--- config.mk ---
export PLATFORM = sky130hd
export DESIGN_NAME = layer_fade_ramp_engine_top
export DESIGN_NICKNAME = d
export VERILOG_FILES = /design/src/hdl/lfr_pkg.sv /design/src/hdl/lfr_divider.sv /design/src/hdl/lfr_datapath.sv /design/src/hdl/lfr_ctrl.sv /design/src/hdl/layer_fade_ramp_engine_top.sv
export SDC_FILE = /design/constraint.sdc
export NUM_CORES = 1
export LEC_CHECK = 0
export BUFFER_PORTS_ARGS = -buffer_cell sky130_fd_sc_hd__buf_4
export CAP_MARGIN = 30
export CELL_PAD_IN_SITES_DETAIL_PLACEMENT = 1
export CELL_PAD_IN_SITES_GLOBAL_PLACEMENT = 1
export CORE_MARGIN = 1.5
export CORE_UTILIZATION = 35
export CTS_BUF_LIST = sky130_fd_sc_hd__clkbuf_16
export CTS_CLUSTER_DIAMETER = 50
export DETAILED_ROUTE_END_ITERATION = 12
export PLACE_DENSITY_LB_ADDON = 0.1
export SKIP_CTS_REPAIR_TIMING = 1
export SYNTH_ARGS = -nofsm -noshare
export SYNTH_HDL_FRONTEND = slang
export SYNTH_SLANG_ARGS = --single-unit
--- constraint.sdc ---
create_clock -name clk -period 5.9 [get_ports clk]
set_input_delay 0.295 -clock clk [delete_from_list [all_inputs] [get_ports clk]]
set_output_delay 0.295 -clock clk [all_outputs]
set_load 0.01 [all_outputs]
--- src/hdl/lfr_pkg.sv ---
// Shared types and constants for the layer fade ramp engine.
// Depends on nothing; every other file in hdl/ imports it.
`timescale 1ns / 1ps

package lfr_pkg;

  localparam int LEVEL_W = 6;
  localparam int DIV_W   = 16;
  localparam int STEP_W  = 4;
  localparam int MASK_W  = 8;
  localparam int LEVELS_W = 48;

  // operation codes
  localparam logic [1:0] OP_CLEAR = 2'd0;
  localparam logic [1:0] OP_START = 2'd1;
  localparam logic [1:0] OP_TICK  = 2'd2;
  localparam logic [1:0] OP_SET   = 2'd3;

  // configuration register indexes
  localparam logic [1:0] CFG_MAX_LEVEL = 2'd0;
  localparam logic [1:0] CFG_TICK_DIV  = 2'd1;
  localparam logic [1:0] CFG_UPDATE_HZ = 2'd2;

  localparam logic [5:0] MAX_LEVEL_RST = 6'd16;
  localparam logic [5:0] TICK_DIV_RST  = 6'd1;
  localparam logic [9:0] UPDATE_HZ_RST = 10'd60;

  // stages of the start rate division chain
  localparam logic [1:0] STG_HZ     = 2'd0;  // update_rate_hz / tick_divider
  localparam logic [1:0] STG_PERIOD = 2'd1;  // 1000 / previous
  localparam logic [1:0] STG_STEPS  = 2'd2;  // fade_ms / previous
  localparam logic [1:0] STG_RATE   = 2'd3;  // max_level / previous

  localparam logic [DIV_W-1:0]   MS_PER_SEC = 16'd1000;
  localparam logic [STEP_W-1:0]  DIV_LAST   = 4'd15;
  localparam logic [LEVEL_W-1:0] RATE_CLIP  = 6'd63;

  typedef struct packed {
    logic [1:0]  operation;
    logic        screen;
    logic [1:0]  layer;
    logic        fade_in;
    logic [15:0] fade_ms;
    logic        notify;
    logic [5:0]  level;
  } in_item_t;

  typedef struct packed {
    logic [7:0]          fired_mask;
    logic [7:0]          active_mask;
    logic [7:0]          direction_mask;
    logic [LEVELS_W-1:0] levels;
  } out_item_t;

  typedef struct packed {
    logic [5:0] max_level;
    logic [5:0] tick_divider;
    logic [9:0] update_rate_hz;
  } cfg_t;

  typedef struct packed {
    logic       capture;
    logic       clear;
    logic       set_level;
    logic       prescale;
    logic       div_load;
    logic       div_step;
    logic [1:0] div_stage;
    logic       commit;
    logic       sat;
    logic       walk;
    logic       publish;
  } ctl_cmd_t;

  typedef struct packed {
    logic [1:0] op;
    logic       id_ok;
    logic       tick_acts;
    logic       div_zero;
  } dp_stat_t;

endpackage

--- src/hdl/lfr_divider.sv ---
// Restoring divider, one quotient bit per step, for the start rate chain.
// Depends on lfr_pkg.
`timescale 1ns / 1ps

module lfr_divider (
  input  logic                      clk,
  input  logic                      load,
  input  logic                      step,
  input  logic [lfr_pkg::DIV_W-1:0] dividend,
  input  logic [lfr_pkg::DIV_W-1:0] divisor,
  output logic [lfr_pkg::DIV_W-1:0] quotient
);
  import lfr_pkg::*;

  logic [DIV_W-1:0] quo_r;
  logic [DIV_W-1:0] rem_r;
  logic [DIV_W-1:0] dsr_r;
  logic [DIV_W:0]   trial;
  logic [DIV_W:0]   diff;

  assign trial = {rem_r, quo_r[DIV_W-1]};
  assign diff  = trial - {1'b0, dsr_r};

  always_ff @(posedge clk) begin
    if (load) begin
      quo_r <= dividend;
      rem_r <= '0;
      dsr_r <= divisor;
    end else if (step) begin
      if (!diff[DIV_W]) begin
        rem_r <= diff[DIV_W-1:0];
        quo_r <= {quo_r[DIV_W-2:0], 1'b1};
      end else begin
        rem_r <= trial[DIV_W-1:0];
        quo_r <= {quo_r[DIV_W-2:0], 1'b0};
      end
    end
  end

  assign quotient = quo_r;

endmodule

--- src/hdl/lfr_datapath.sv ---
// Layer state, prescaler, rate divider and the per-layer step unit.
// Depends on lfr_pkg and lfr_divider; driven by lfr_ctrl commands.
`timescale 1ns / 1ps

module lfr_datapath #(
  parameter int LAYERS = 8,
  parameter int IDXW   = 3
) (
  input  logic                 clk,
  input  logic                 rst_n,
  input  lfr_pkg::cfg_t        cfg,
  input  lfr_pkg::in_item_t    in_data,
  input  lfr_pkg::ctl_cmd_t    cmd,
  input  logic [IDXW-1:0]      walk_idx,
  output lfr_pkg::dp_stat_t    stat,
  output lfr_pkg::out_item_t   result
);
  import lfr_pkg::*;

  localparam logic [3:0] LAYERS4 = 4'(LAYERS);

  in_item_t          item_r;
  logic [LEVEL_W-1:0] level_r [LAYERS];
  logic [LEVEL_W-1:0] rate_r  [LAYERS];
  logic [LAYERS-1:0] en_r;
  logic [LAYERS-1:0] dir_r;
  logic [LAYERS-1:0] ntf_r;
  logic [LAYERS-1:0] fired_r;
  logic [5:0]        pre_r;

  logic [2:0]        id;
  logic [IDXW-1:0]   id_idx;
  logic              id_ok;
  logic [5:0]        tdiv;
  logic [5:0]        pre_inc;
  logic              tick_acts;

  logic [DIV_W-1:0]  dvd;
  logic [DIV_W-1:0]  dsr;
  logic [DIV_W-1:0]  quo;
  logic [LEVEL_W-1:0] new_rate;

  logic [LEVEL_W-1:0] w_lvl;
  logic [6:0]        w_step;
  logic [6:0]        w_sum;
  logic [LEVEL_W-1:0] w_up;
  logic [LEVEL_W-1:0] w_down;
  logic              w_end;

  assign id      = {item_r.screen, item_r.layer};
  assign id_idx  = id[IDXW-1:0];
  assign id_ok   = ({1'b0, id} < LAYERS4);

  // prescaler: a zero divider behaves as one
  assign tdiv      = (cfg.tick_divider == '0) ? 6'd1 : cfg.tick_divider;
  assign pre_inc   = pre_r + 6'd1;
  assign tick_acts = (pre_inc == '0) || (pre_inc >= tdiv);

  // operand select for the division chain
  always_comb begin
    case (cmd.div_stage)
      STG_HZ: begin
        dvd = {6'd0, cfg.update_rate_hz};
        dsr = {10'd0, cfg.tick_divider};
      end
      STG_PERIOD: begin
        dvd = MS_PER_SEC;
        dsr = quo;
      end
      STG_STEPS: begin
        dvd = item_r.fade_ms;
        dsr = quo;
      end
      default: begin
        dvd = {10'd0, cfg.max_level};
        dsr = quo;
      end
    endcase
  end

  lfr_divider u_div (
    .clk      (clk),
    .load     (cmd.div_load),
    .step     (cmd.div_step),
    .dividend (dvd),
    .divisor  (dsr),
    .quotient (quo)
  );

  always_comb begin
    if (cmd.sat) new_rate = cfg.max_level;
    else if (quo > {10'd0, RATE_CLIP}) new_rate = RATE_CLIP;
    else new_rate = quo[LEVEL_W-1:0];
  end

  // one layer step toward its end, clamped there
  assign w_lvl  = level_r[walk_idx];
  assign w_step = {1'b0, rate_r[walk_idx]} + 7'd1;
  assign w_sum  = {1'b0, w_lvl} + w_step;
  assign w_up   = (w_sum >= {1'b0, cfg.max_level}) ? cfg.max_level : w_sum[LEVEL_W-1:0];
  assign w_down = ({1'b0, w_lvl} <= w_step) ? '0 : (w_lvl - w_step[LEVEL_W-1:0]);
  assign w_end  = dir_r[walk_idx] ? (w_lvl == cfg.max_level) : (w_lvl == '0);

  always_ff @(posedge clk) begin
    if (cmd.capture) item_r <= in_data;
  end

  always_ff @(posedge clk) begin
    if (!rst_n) begin
      for (int i = 0; i < LAYERS; i++) begin
        level_r[i] <= '0;
        rate_r[i]  <= '0;
      end
      en_r    <= '0;
      dir_r   <= '0;
      ntf_r   <= '0;
      fired_r <= '0;
      pre_r   <= '0;
    end else begin
      if (cmd.capture) fired_r <= '0;
      if (cmd.clear) begin
        for (int i = 0; i < LAYERS; i++) begin
          level_r[i] <= '0;
          rate_r[i]  <= '0;
        end
        en_r  <= '0;
        dir_r <= '0;
        ntf_r <= '0;
      end
      if (cmd.set_level && id_ok) level_r[id_idx] <= item_r.level;
      if (cmd.prescale) pre_r <= tick_acts ? 6'd0 : pre_inc;
      if (cmd.commit) begin
        en_r[id_idx]   <= 1'b1;
        dir_r[id_idx]  <= item_r.fade_in;
        ntf_r[id_idx]  <= item_r.notify;
        rate_r[id_idx] <= new_rate;
      end
      if (cmd.walk && en_r[walk_idx]) begin
        if (w_end) begin
          en_r[walk_idx]    <= 1'b0;
          fired_r[walk_idx] <= ntf_r[walk_idx];
          ntf_r[walk_idx]   <= 1'b0;
        end else begin
          level_r[walk_idx] <= dir_r[walk_idx] ? w_up : w_down;
        end
      end
    end
  end

  always_comb begin
    result = '0;
    result.fired_mask     = MASK_W'(fired_r);
    result.active_mask    = MASK_W'(en_r);
    result.direction_mask = MASK_W'(dir_r);
    for (int i = 0; i < LAYERS; i++) begin
      result.levels[LEVEL_W*i +: LEVEL_W] = level_r[i];
    end
  end

  assign stat.op        = item_r.operation;
  assign stat.id_ok     = id_ok;
  assign stat.tick_acts = tick_acts;
  assign stat.div_zero  = (dsr == '0);

endmodule

--- src/hdl/lfr_ctrl.sv ---
// Sequencer for the fade engine: dispatch, division chain, layer walk, publish.
// Depends on lfr_pkg; commands lfr_datapath.
`timescale 1ns / 1ps

module lfr_ctrl #(
  parameter int LAYERS = 8,
  parameter int IDXW   = 3
) (
  input  logic                 clk,
  input  logic                 rst_n,
  input  logic                 in_valid,
  output logic                 in_ready,
  input  logic                 out_free,
  input  lfr_pkg::dp_stat_t    stat,
  output lfr_pkg::ctl_cmd_t    cmd,
  output logic [IDXW-1:0]      walk_idx
);
  import lfr_pkg::*;

  localparam logic [2:0] S_IDLE   = 3'd0;
  localparam logic [2:0] S_DISP   = 3'd1;
  localparam logic [2:0] S_LOAD   = 3'd2;
  localparam logic [2:0] S_DIV    = 3'd3;
  localparam logic [2:0] S_COMMIT = 3'd4;
  localparam logic [2:0] S_WALK   = 3'd5;
  localparam logic [2:0] S_PUB    = 3'd6;

  localparam logic [IDXW-1:0] WALK_LAST = IDXW'(LAYERS - 1);

  logic [2:0]        state_r, state_nxt;
  logic [1:0]        stage_r, stage_nxt;
  logic [STEP_W-1:0] step_r, step_nxt;
  logic [IDXW-1:0]   widx_r, widx_nxt;

  always_comb begin
    state_nxt = state_r;
    stage_nxt = stage_r;
    step_nxt  = step_r;
    widx_nxt  = widx_r;
    cmd       = '0;
    cmd.div_stage = stage_r;
    in_ready  = 1'b0;
    case (state_r)
      S_IDLE: begin
        in_ready = 1'b1;
        if (in_valid) begin
          cmd.capture = 1'b1;
          state_nxt   = S_DISP;
        end
      end
      S_DISP: begin
        state_nxt = S_PUB;
        case (stat.op)
          OP_CLEAR: cmd.clear = 1'b1;
          OP_SET:   cmd.set_level = 1'b1;
          OP_TICK: begin
            cmd.prescale = 1'b1;
            widx_nxt     = '0;
            if (stat.tick_acts) state_nxt = S_WALK;
          end
          OP_START: begin
            stage_nxt = STG_HZ;
            if (stat.id_ok) state_nxt = S_LOAD;
          end
          default: state_nxt = S_PUB;
        endcase
      end
      S_LOAD: begin
        // a zero divisor anywhere in the chain saturates the rate
        if (stat.div_zero) begin
          cmd.commit = 1'b1;
          cmd.sat    = 1'b1;
          state_nxt  = S_PUB;
        end else begin
          cmd.div_load = 1'b1;
          step_nxt     = '0;
          state_nxt    = S_DIV;
        end
      end
      S_DIV: begin
        cmd.div_step = 1'b1;
        if (step_r == DIV_LAST) begin
          if (stage_r == STG_RATE) begin
            state_nxt = S_COMMIT;
          end else begin
            stage_nxt = stage_r + 2'd1;
            state_nxt = S_LOAD;
          end
        end else begin
          step_nxt = step_r + 4'd1;
        end
      end
      S_COMMIT: begin
        cmd.commit = 1'b1;
        state_nxt  = S_PUB;
      end
      S_WALK: begin
        cmd.walk = 1'b1;
        if (widx_r == WALK_LAST) state_nxt = S_PUB;
        else widx_nxt = widx_r + 1'b1;
      end
      S_PUB: begin
        if (out_free) begin
          cmd.publish = 1'b1;
          state_nxt   = S_IDLE;
        end
      end
      default: state_nxt = S_IDLE;
    endcase
  end

  always_ff @(posedge clk) begin
    if (!rst_n) begin
      state_r <= S_IDLE;
      stage_r <= STG_HZ;
      step_r  <= '0;
      widx_r  <= '0;
    end else begin
      state_r <= state_nxt;
      stage_r <= stage_nxt;
      step_r  <= step_nxt;
      widx_r  <= widx_nxt;
    end
  end

  assign walk_idx = widx_r;

endmodule

--- src/hdl/layer_fade_ramp_engine_top.sv ---
// Top level of the layer fade ramp engine: handshakes, config and result register.
// Depends on lfr_pkg, lfr_ctrl, lfr_datapath and lfr_divider.
`timescale 1ns / 1ps

// Fade engine for up to eight display layers (id = screen * 4 + layer). Every
// input beat yields exactly one result beat carrying the fired, active and
// direction masks and the packed levels after the operation. Items are handled
// one at a time by a sequencer. A tick that acts walks the min(LAYER_COUNT, 8)
// layers one by one through the shared step unit; a start runs the four chained
// divisions of the rate computation, each producing a 16-bit quotient on one
// bit-serial divider (a zero divisor ends the chain early). The result sits in
// an output register, so the next input beat is taken while a result still
// waits on out_ready. Configuration beats are always accepted and must only
// come while the engine is idle; index 3 is ignored. No clearing pass follows
// reset.
module layer_fade_ramp_engine_top #(
  parameter int LAYER_COUNT = 8
) (
  input  logic               clk,
  input  logic               rst_n,
  input  logic               in_valid,
  output logic               in_ready,
  input  lfr_pkg::in_item_t  in_data,
  output logic               out_valid,
  input  logic               out_ready,
  output lfr_pkg::out_item_t out_data,
  input  logic               cfg_valid,
  output logic               cfg_ready,
  input  logic [1:0]         cfg_index,
  input  logic [9:0]         cfg_data
);
  import lfr_pkg::*;

  // layers that an id can reach and that show on the outputs
  localparam int LAYERS = (LAYER_COUNT < 8) ? LAYER_COUNT : 8;
  localparam int IDXW   = $clog2(LAYERS);

  cfg_t       cfg_r;
  out_item_t  out_data_r;
  logic       out_valid_r;
  logic       out_free;
  ctl_cmd_t   cmd;
  dp_stat_t   stat;
  out_item_t  result;
  logic [IDXW-1:0] walk_idx;

  // configuration registers; the host must write them only while idle (not enforced here)
  assign cfg_ready = 1'b1;

  always_ff @(posedge clk) begin
    if (!rst_n) begin
      cfg_r.max_level      <= MAX_LEVEL_RST;
      cfg_r.tick_divider   <= TICK_DIV_RST;
      cfg_r.update_rate_hz <= UPDATE_HZ_RST;
    end else if (cfg_valid) begin
      case (cfg_index)
        CFG_MAX_LEVEL: cfg_r.max_level      <= cfg_data[5:0];
        CFG_TICK_DIV:  cfg_r.tick_divider   <= cfg_data[5:0];
        CFG_UPDATE_HZ: cfg_r.update_rate_hz <= cfg_data;
        default: ;
      endcase
    end
  end

  // the result register is free when empty or draining this cycle
  assign out_free = !out_valid_r || out_ready;

  lfr_ctrl #(
    .LAYERS (LAYERS),
    .IDXW   (IDXW)
  ) u_ctrl (
    .clk      (clk),
    .rst_n    (rst_n),
    .in_valid (in_valid),
    .in_ready (in_ready),
    .out_free (out_free),
    .stat     (stat),
    .cmd      (cmd),
    .walk_idx (walk_idx)
  );

  lfr_datapath #(
    .LAYERS (LAYERS),
    .IDXW   (IDXW)
  ) u_dp (
    .clk      (clk),
    .rst_n    (rst_n),
    .cfg      (cfg_r),
    .in_data  (in_data),
    .cmd      (cmd),
    .walk_idx (walk_idx),
    .stat     (stat),
    .result   (result)
  );

  // hold the result beat until taken; load a new one on publish
  always_ff @(posedge clk) begin
    if (!rst_n) begin
      out_valid_r <= 1'b0;
    end else if (cmd.publish) begin
      out_valid_r <= 1'b1;
    end else if (out_ready) begin
      out_valid_r <= 1'b0;
    end
  end

  always_ff @(posedge clk) begin
    if (cmd.publish) out_data_r <= result;
  end

  assign out_valid = out_valid_r;
  assign out_data  = out_data_r;

endmodule
## After elaboration in Yosys (flattened, before gate mapping)

Memories as Yosys holds them, arrays and structs flattened. A register that Yosys moved wholly into a read port is not among the register bits.
Cells that the tools add are included.
W data, S select, Z words.

| word-level totals | value |
|---|---|
| flip-flop bits (word level) | 174 |
| RAM bits | 96 |
| input port bits | 46 |
| logic and storage cells | 246 |
| memories | 2 |

Memory list:

| name | depth | width | read ports | clocked after memory_dff | write ports | RTL line | source |
|---|---|---|---|---|---|---|---|
| u_dp.level_r | 8 | 6 | 9 | 9 | 8 | lfr_datapath.sv:23 | `logic [LEVEL_W-1:0] level_r [LAYERS];` |
| u_dp.rate_r | 8 | 6 | 1 | 1 | 8 | lfr_datapath.sv:24 | `logic [LEVEL_W-1:0] rate_r [LAYERS];` |

| operators by class | value |
|---|---|
| add/subtract/negate cells | 8 |
| $lt $le $gt $ge | 8 |
| equality and inequality tests | 27 |
| mux-type cells | 126 |
| bitwise logic cells | 20 |
| reduce and logical (&&, ||, !) cells | 29 |

Operators with widths:

| kind | count |
|---|---|
| $mux W6 | 26 |
| $mux W8 | 19 |
| $mux W16 | 4 |
| $mux W3 | 16 |
| $pmux W16 S3 | 1 |
| $mux W1 | 39 |
| $bwmux W8 | 3 |
| $pmux W3 S7 | 1 |
| $logic_not A6 Y1 | 3 |
| $reduce_or A6 Y1 | 3 |
| $sub A17 B16 Y17 | 1 |
| $and A8 B8 Y8 | 2 |
| $gt A16 B6 Y1 const B | 1 |
| $logic_not A16 Y1 | 1 |
| $ne A2 B2 Y1 const B | 8 |
| $or A1 B1 Y1 | 16 |
| $eq A3 B3 Y1 const B | 4 |
| $pmux W3 S2 | 2 |
| $eq A2 B2 Y1 const B | 5 |
| $mux W2 | 5 |
| $reduce_bool A2 Y1 | 5 |
| $bmux W1 S3 | 3 |
| $lt A3 B4 Y1 const B | 2 |
| $mux W4 | 2 |
| other kinds (31) | 46 |

## Depth between registers and ports, before layout

Gate-level depths: netlist of run 1.

| depth | value |
|---|---|
| word-level depth | 11 |
| depth in mapped cells | 23 |
| depth with buffers taken out | 19 |

## By module

From an unflattened synthesis of run 1, not the netlist that was laid out.

| unflattened totals | value |
|---|---|
| cell total of the unflattened synthesis | 1412 |
| area, all modules | 16194.3 µm² |

Modules (own cells, without submodules):

| module | instances | cells each | area an instance (µm²) |
|---|---|---|---|
| lfr_datapath | 1 | 869 | 9315.2 |
| layer_fade_ramp_engine_top | 1 | 170 | 3110.5 |
| lfr_divider | 1 | 266 | 2817.7 |
| lfr_ctrl | 1 | 107 | 950.9 |

## Worst setup path after synthesis of run 1

OpenSTA, ideal clock, no wires.

| timing | value |
|---|---|
| path kind | flip-flop to flip-flop |
| from | register (tool-made name) |
| to | memory u_dp.level_r[0][4], data pin |
| library setup time | 267 ps |
| data arrival time | 4662 ps |
| setup slack | 971 ps |
| cell stages (with the launch flop) | 22 |
| period minus slack after synthesis | 4929 ps |
| cell sequence | dfxtp_1 -> buf_4 -> buf_2 -> mux4_2 -> mux2i_1 -> inv_1 -> ha_1 -> xnor2_1 -> ha_1 -> clkbuf_1 -> a21o_1 -> a21o_1 -> a21oi_1 -> xnor2_1 -> ha_1 -> nand2_1 -> o31a_1 -> nand2_1 -> nor2_1 -> a221o_1 -> mux2i_2 -> nor2_1 |

RTL lines:

| item | RTL line |
|---|---|
| to (decl) | lfr_datapath.sv:23 |

==> results of run 1 <==
[per-stage QoR]
step / hold slack (ns) / utilization
after floorplan: 0.394 / -
after global placement: 0.421 / 0.390
after detailed placement: 0.419 / 0.390
after CTS: -0.133 / 0.424
after global routing: 0.00681 / 0.432
final: -0.00405 / 0.432
[worst paths after layout]
path	end	cells after the start	slack (ns)	startpoint
setup / recovery	u_dp.level_r[7][4]	18	0.50	flop
hold / removal	cfg_r[5]	3	-0.004	cfg_data[5]
setup reg to reg	u_dp.level_r[7][4]	18	0.50	flop
hold reg to reg	out_data[67]	0	0.44	u_dp.fired_r[3]
[placed cells by master (no fill, tap or decap), types with 9 or more instances in the layout]
cell type,count
xnor2_1,26
a21o_1,11
a31oi_1,12
ha_1,54
mux4_2,31
dfxtp_1,92
xor2_1,9
inv_1,79
buf_4,136
dlygate4sd3_1,34
o21ai_0,34
nand3_1,39
a21boi_0,15
nor3_1,22
nor4_1,12
nand2b_1,15
mux2i_1,41
mux2_2,10
clkbuf_16,47
nor2_1,165
a21oi_1,52
nand2_1,143
nor2b_1,34
edfxtp_1,229
[final cells by class]
| cell class | instances | area [um^2] | area share |
|---|---|---|---|
| flip-flops and latches | 321 | 8720 | 0.469 |
| repair buffers | 171 | 1380 | 0.0742 |
| inverters | 73 | 274 | 0.0147 |
| clock inverters | 36 | 310 | 0.0167 |
| multi-input cells | 873 | 6020 | 0.323 |
| clock buffers | 47 | 1180 | 0.0632 |
| well taps | 585 | 732 | 0.0393 |
[flip-flops by register name, summed over array words and instances, names as in the netlist, 4 cells and up, named ones only]
signal / cells
out_data: 72
u_dp.level_r: 48
u_dp.rate_r: 48
u_dp.item_r: 24
cfg_r: 22
u_dp.u_div.dsr_r: 16
u_dp.u_div.quotient: 16
u_dp.u_div.rem_r: 16
u_dp.dir_r: 8
u_dp.en_r: 8
u_dp.fired_r: 8
u_dp.ntf_r: 8
u_dp.pre_r: 6
u_ctrl.step_r: 4
[logic make-up after synthesis]
family / share of synthesized area
fa+ha+maj: 0.0482
compound gates: 0.0972
flops: 0.572
mux: 0.0843
xor+xnor: 0.0201
buf+inv: 0.0343
simple gates: 0.144
other cells: 0.000246
[per-layer routing]
metal,GRT usage,up-vias,wire (um)
met5,0,-,0
met4,0.0498,0,829
met3,0.0347,55,1560
met2,0.323,191,20300
met1,0.264,5379,20500
li1,-,5138,-
[worst register-to-register path, delay by kind of cell (launching register included)]
family          cells  cell delay (ns)
compound gates      6             1.48
xor+xnor            1             0.13
fa+ha+maj           3             1.01
buf+inv             1             0.08
flops               1             0.62
mux                 3             1.40
simple gates        4             0.38
[power groups by stage]
| stage | Sequential (mW) | Combinational (mW) | Clock, mW |
|---|---|---|---|
| floorplan | 2.94 | 1.19 | 0 |
| global placement | 3.02 | 1.65 | 0 |
| detailed placement | 3.02 | 1.68 | 0 |
| CTS | 2.98 | 1.69 | 2.73 |
| global route | 3.01 | 1.88 | 2.82 |
| finish | 2.98 | 1.69 | 2.67 |
==> qor.yml, run 1 <==
final_layout:
  final_cells: 2106
  final_area_um2: 18600
  area_growth_pct: 22.0
  drive_gt1_frac: 0.178
  layout.nets: 1588
  final.fill_count: 4602
  antenna_cells: 0
hold_path:
  hold_path_class: "in -> reg"
pwr:
  swShare: 0.316
  p_clk_frac: 0.364
  p_comb_frac: 0.230
  internal_power_mw: 5.02
  ir_drop_v: 0.000255
  p_leak_nw: 7.14
  pwr-share-seq: 0.406
  p_switching_mw: 2.31
  power_density_nw_per_um2: 394
  power.total_mw: 7.33
grt:
  antenna_found_initial: 0
  track_usage: 0.195
  grt_pass1_vias: 11200
  grt_max_degree: 54
  grt_pass1_wl_um: 66200
  grt_overflow: 0
floorplan:
  initial_core_util: 0.354
  core_area_um2: 43100
  rows: 76
  die-width_um: 212
  ios: 121
  die_height_um: 212
  die-area_um2: 44800
placed_design:
  dp.cells: 1989
  pre_cts_ws_ns: 0.559
  placed_area_um2: 16800
  port_buffers: 119
  hpwl_um: 31200
  place_congestion: 0.852
route:
  firstDrtPassIters: 5
  viasPerCell: 5.11
  wl_um: 43200
  ant_nets: 0
  avgRoutedWirePerCell_um: 20.5
  drc: 0
  num_vias: 10800
  drt_first_iter_violations: 596
yosys:
  synth.distinct_cells: 76
  synth_common_cells: "edfxtp_1 (229), nor2_1 (165), nand2_1 (143)"
  synth_seq_area_share: 0.572
  synth_top_cell_area_share: 0.451
  ys_ff_latch: 321
  syn-instance-count: 1321
  synth_warnings: 0
  yosys-top-cells-area: "edfxtp_1 (45%), dfxtp_1 (12%), mux4_2 (4.6%), ha_1 (4.4%), nor2_1 (4.1%)"
  synth_edf_count: 229
  post-synth-top-count-cell: "edfxtp_1"
  syn_area_per_cell_um2: 11.5
  ys.flop_type: "edfxtp_1"
  syn-cell-area_um2: 15200
  async_reset_ff_frac: 0
  yosysTopAreaCell: "edfxtp_1"
  syn_nets: 1424
sta:
  setup_viol: 0
  tns_ns: 0
  timing.slew.headroom: 0.313
  skew_ns: 0.0238
  max_freq_mhz: 185
  worst_slew_pin_slew_ns: 1.03
  rsz0062_at_grt: "false"
  finalWorstSetupSlack_ns: 0.502
  maxSlewViolCount: 0
  hold_viol: 1
  period_share: 0.915
  hold_ws_ns: -0.00405
  fin_crit_ns: 5.40
critical_path:
  arrival_ns: 5.68
  cp-end-kind: "flop"
  cpPeakStageDelay_ns: 0.62
  cp.required_ns: 6.18
  cp-start-kind: "flop"
  slowest_stage: "dfxtp_1"
  path_delay_family: "compound AO/OA/AOI/OAI gates"
  cp_max_fo: 8
  cp_cell_sequence: "mux4_2, mux2i_1, inv_1, ha_1, ha_1, a21o_1, a21o_1, a21o_1, a21oi_1, xnor2_1, ha_1, nand2_1, o31a_1, nand2_1, nor2_1, a221o_1, mux2i_2, nor2_1"
  critPathBufInv: 1
  crit_type: "reg -> reg"
outcome:
  violations: "hold timing"
  run_status: "finished, violations left"
clock_tree:
  clock_path_buffers: 3
  insertion_delay_ns: 0.57
  numCtsBuffers: 45
  clkTransAtPathRegs_ns: 0.06
  cts_tree: "built"
  cts.sinks: 321
  cts_root_buf: "clkbuf_16"
  h-tree-depth: 2
flow_run:
  cap_violations: 0
Note: power is estimated with default switching activity, not from simulation.
==> run 2, diff against run 1 <==
Settings changed: CORE_ASPECT_RATIO from default to 1.4, CORE_MARGIN 1.5 to default, MAX_ROUTING_LAYER from default to met4.
==> run 2 against run 1 <==
The flow now finishes without violations. Via count is 0.77% lower. Clock skew is 0.0039 ns lower. Total power is 4.6% lower. First-iteration DRC count is 19% lower. Clock power is 13% lower. Final cell count is 2.5% lower. Die area is 0.91% lower. Sequential share of layout area is 0.87 points higher. Highest routed layer unchanged.
==> qor.yml, run 2 (synthesized netlist as in run 1, its figures left out) <==
placed_design:
  place_congestion: 0.815  # -4.3%
  hpwl_um: 33100  # +5.9%
  placed_area_um2: 16700  # -0.20%
  pre_cts_ws_ns: 0.635  # +0.0766 ns
  port_buffers: 119  # unchanged
route:
  firstDrtPassIters: 4  # -1
  avgRoutedWirePerCell_um: 21.6  # +5.3%
  viasPerCell: 5.20  # +1.7%
  ant_nets: 0  # unchanged
  wl_um: 44300  # +2.7%
  num_vias: 10700  # -0.77%
  drc: 0  # unchanged
  drt_first_iter_violations: 482  # -19%
critical_path:
  path_delay_family: "compound AO/OA/AOI/OAI gates"
  cp-end-kind: "flop"
  cp_cell_sequence: "buf_4, mux4_2, mux2_2, ha_1, ha_1, a21o_1, a21o_1, a21o_1, a21oi_1, xnor2_1, ha_1, nand2_1, o31a_1, nand2_1, nor2_1, a221o_1, mux2i_2, nor2_1"
  reg2reg_depth: 18  # unchanged
  cpPeakStageDelay_ns: 0.53  # -0.09 ns
  arrival_ns: 5.52  # -0.16 ns
  slowest_stage: "dfxtp_1"
  cp_max_fo: 8  # unchanged
  crit_type: "reg -> reg"
  critical_path_depth: 18  # unchanged
  cp.required_ns: 6.16  # -0.02 ns
  cp-start-kind: "flop"
  critPathBufInv: 1  # unchanged
final_layout:
  area_growth_pct: 19.8
  antenna_cells: 0  # unchanged
  drive_gt1_frac: 0.170  # -0.00774
  largest_reg_flops: 72  # unchanged
  final_area_um2: 18300  # -1.8%
  final.fill_count: 4681  # +1.7%
  mostFrequentLayoutCells: "edfxtp_1 (229), nor2_1 (165), nand2_1 (143), buf_4 (137), dfxtp_1 (92)"
  final_common_cell: "edfxtp_1"
  layout.nets: 1576  # -0.76%
grt:
  grt_max_degree: 56  # +3.7%
  track_usage: 0.207  # +0.0122
  grt_overflow: 0  # unchanged
  grt_use_met3: 0.0237  # -0.0111
  busiest_layer: "met2"
  grt_pass1_vias: 11200  # +0.11%
  gr-usage-met2: 0.375  # +0.0520
  grt_use_met1: 0.233  # -0.0314
  antenna_found_initial: 0  # unchanged
  grt_pass1_wl_um: 67200  # +1.5%
pwr:
  swShare: 0.314  # -0.00117
  pwr-share-seq: 0.427  # +0.021
  p_clk_frac: 0.332  # -0.032
  p_switching_mw: 2.20  # -4.9%
  power_density_nw_per_um2: 383  # -2.8%
  p_comb_frac: 0.241  # +0.011
  ir_drop_v: 0.000204  # -20%
  p_leak_nw: 7.02  # -1.7%
  internal_power_mw: 4.80  # -4.4%
clock_tree:
  clock_path_buffers: 3  # unchanged
  cts_root_buf: "clkbuf_16"
  h-tree-depth: 2  # unchanged
  clkTransAtPathRegs_ns: 0.06  # about the same
  insertion_delay_ns: 0.53  # -0.04 ns
  numCtsBuffers: 37  # -18%
  cts_tree: "built"
  cts.sinks: 321  # unchanged
floorplan:
  rows: 90  # +18%
  die_height_um: 249  # +18%
  initial_core_util: 0.354  # +0.000494
  core_area_um2: 43000  # -0.14%
  die-area_um2: 44400  # -0.91%
  die-width_um: 178  # -16%
  ios: 121  # unchanged
sta:
  tns_ns: 0  # unchanged
  max_freq_mhz: 190  # +2.7%
  period_share: 0.891  # -0.0244
  rsz0062_at_grt: "false"
  hold_viol: 0  # -1
  setup_viol: 0  # unchanged
  skew_ns: 0.0199  # -0.00392 ns
  hold_ws_ns: 0.0218  # +0.0259 ns
  finalWorstSetupSlack_ns: 0.646  # +0.144 ns
  worst_slew_pin_slew_ns: 0.950  # -0.0800 ns
  maxSlewViolCount: 0  # unchanged
  timing.slew.headroom: 0.366  # +0.0533
  fin_crit_ns: 5.25  # -0.144 ns
outcome:
  run_status: "complete, no violations"
flow_run:
  cap_violations: 0  # unchanged
hold_path:
  holdPathStages: 3  # unchanged
  hold_path_class: "in -> reg"
-- run 2: cell count changes in the layout (fill, tap and decap cells not counted), sizes merged --
cell | before | now
inv | 92 | 87
dlygate4sd3 | 34 | 29
buf | 137 | 138
clkbuf | 47 | 39
clkinvlp | 3 | 0
bufinv | 3 | 4
-- run 2: layout make-up --
| type | instances | area (um^2) | area share |
|---|---|---|---|
| clock inverter | 29 | 255 | 0.0140 |
| clock buffer | 39 | 976 | 0.0534 |
| tap | 552 | 691 | 0.0378 |
| inverter | 73 | 274 | 0.0150 |
| sequential | 321 | 8720 | 0.477 |
| timing repair buffer | 167 | 1340 | 0.0733 |
| multi-input combinational | 873 | 6020 | 0.329 |
-- run 2: path summary, 6_finish.rpt --
path                        end       startpoint  slack (ns)
max          u_dp.level_r[1][4]             flop        0.65
min                    cfg_r[5]      cfg_data[5]        0.02
max reg2reg  u_dp.level_r[1][4]             flop        0.65
min reg2reg        out_data[64]  u_dp.fired_r[0]        0.43
-- run 2: power by group through the flow --
| stage | sequential, mW | clock, mW | combinational (mW) |
|---|---|---|---|
| finish | 2.99 | 2.33 | 1.69 |
| global route | 3.02 | 2.46 | 1.88 |
| CTS | 2.99 | 2.40 | 1.70 |
| detailed placement | 3.04 | 0 | 1.69 |
| global placement | 3.03 | 0 | 1.67 |
| floorplan | 2.94 | 0 | 1.19 |
-- run 2: routing by layer --
layer  vias to the layer above  part of all wire  routed length (um)
met2                       157              0.54               24100
met1                      5355              0.40               17600
met4                         0             0.032                1400
li1                       5096                 -                   -
met5                         -                 0                   0
met3                        72             0.027                1200
-- run 2: worst register-to-register path, delay by kind of cell (launching register included) --
kind / cells / cell delay [ns]
adder cells (fa/ha/maj): 3 / 1.02
AO/OA/AOI/OAI: 6 / 1.48
XOR/XNOR: 1 / 0.12
flip-flops: 1 / 0.53
buffers and inverters: 1 / 0.22
AND/OR/NAND/NOR: 4 / 0.37
multiplexers: 3 / 1.26
-- run 2: through the flow --
step,cells,power (mW),utilization
after floorplan,1321,4.12,-
after global placement,1957,4.70,0.389
after detailed placement,1957,4.73,0.389
after CTS,2025,7.09,0.418
after global routing,2054,7.36,0.425
final,2054,7.00,0.425
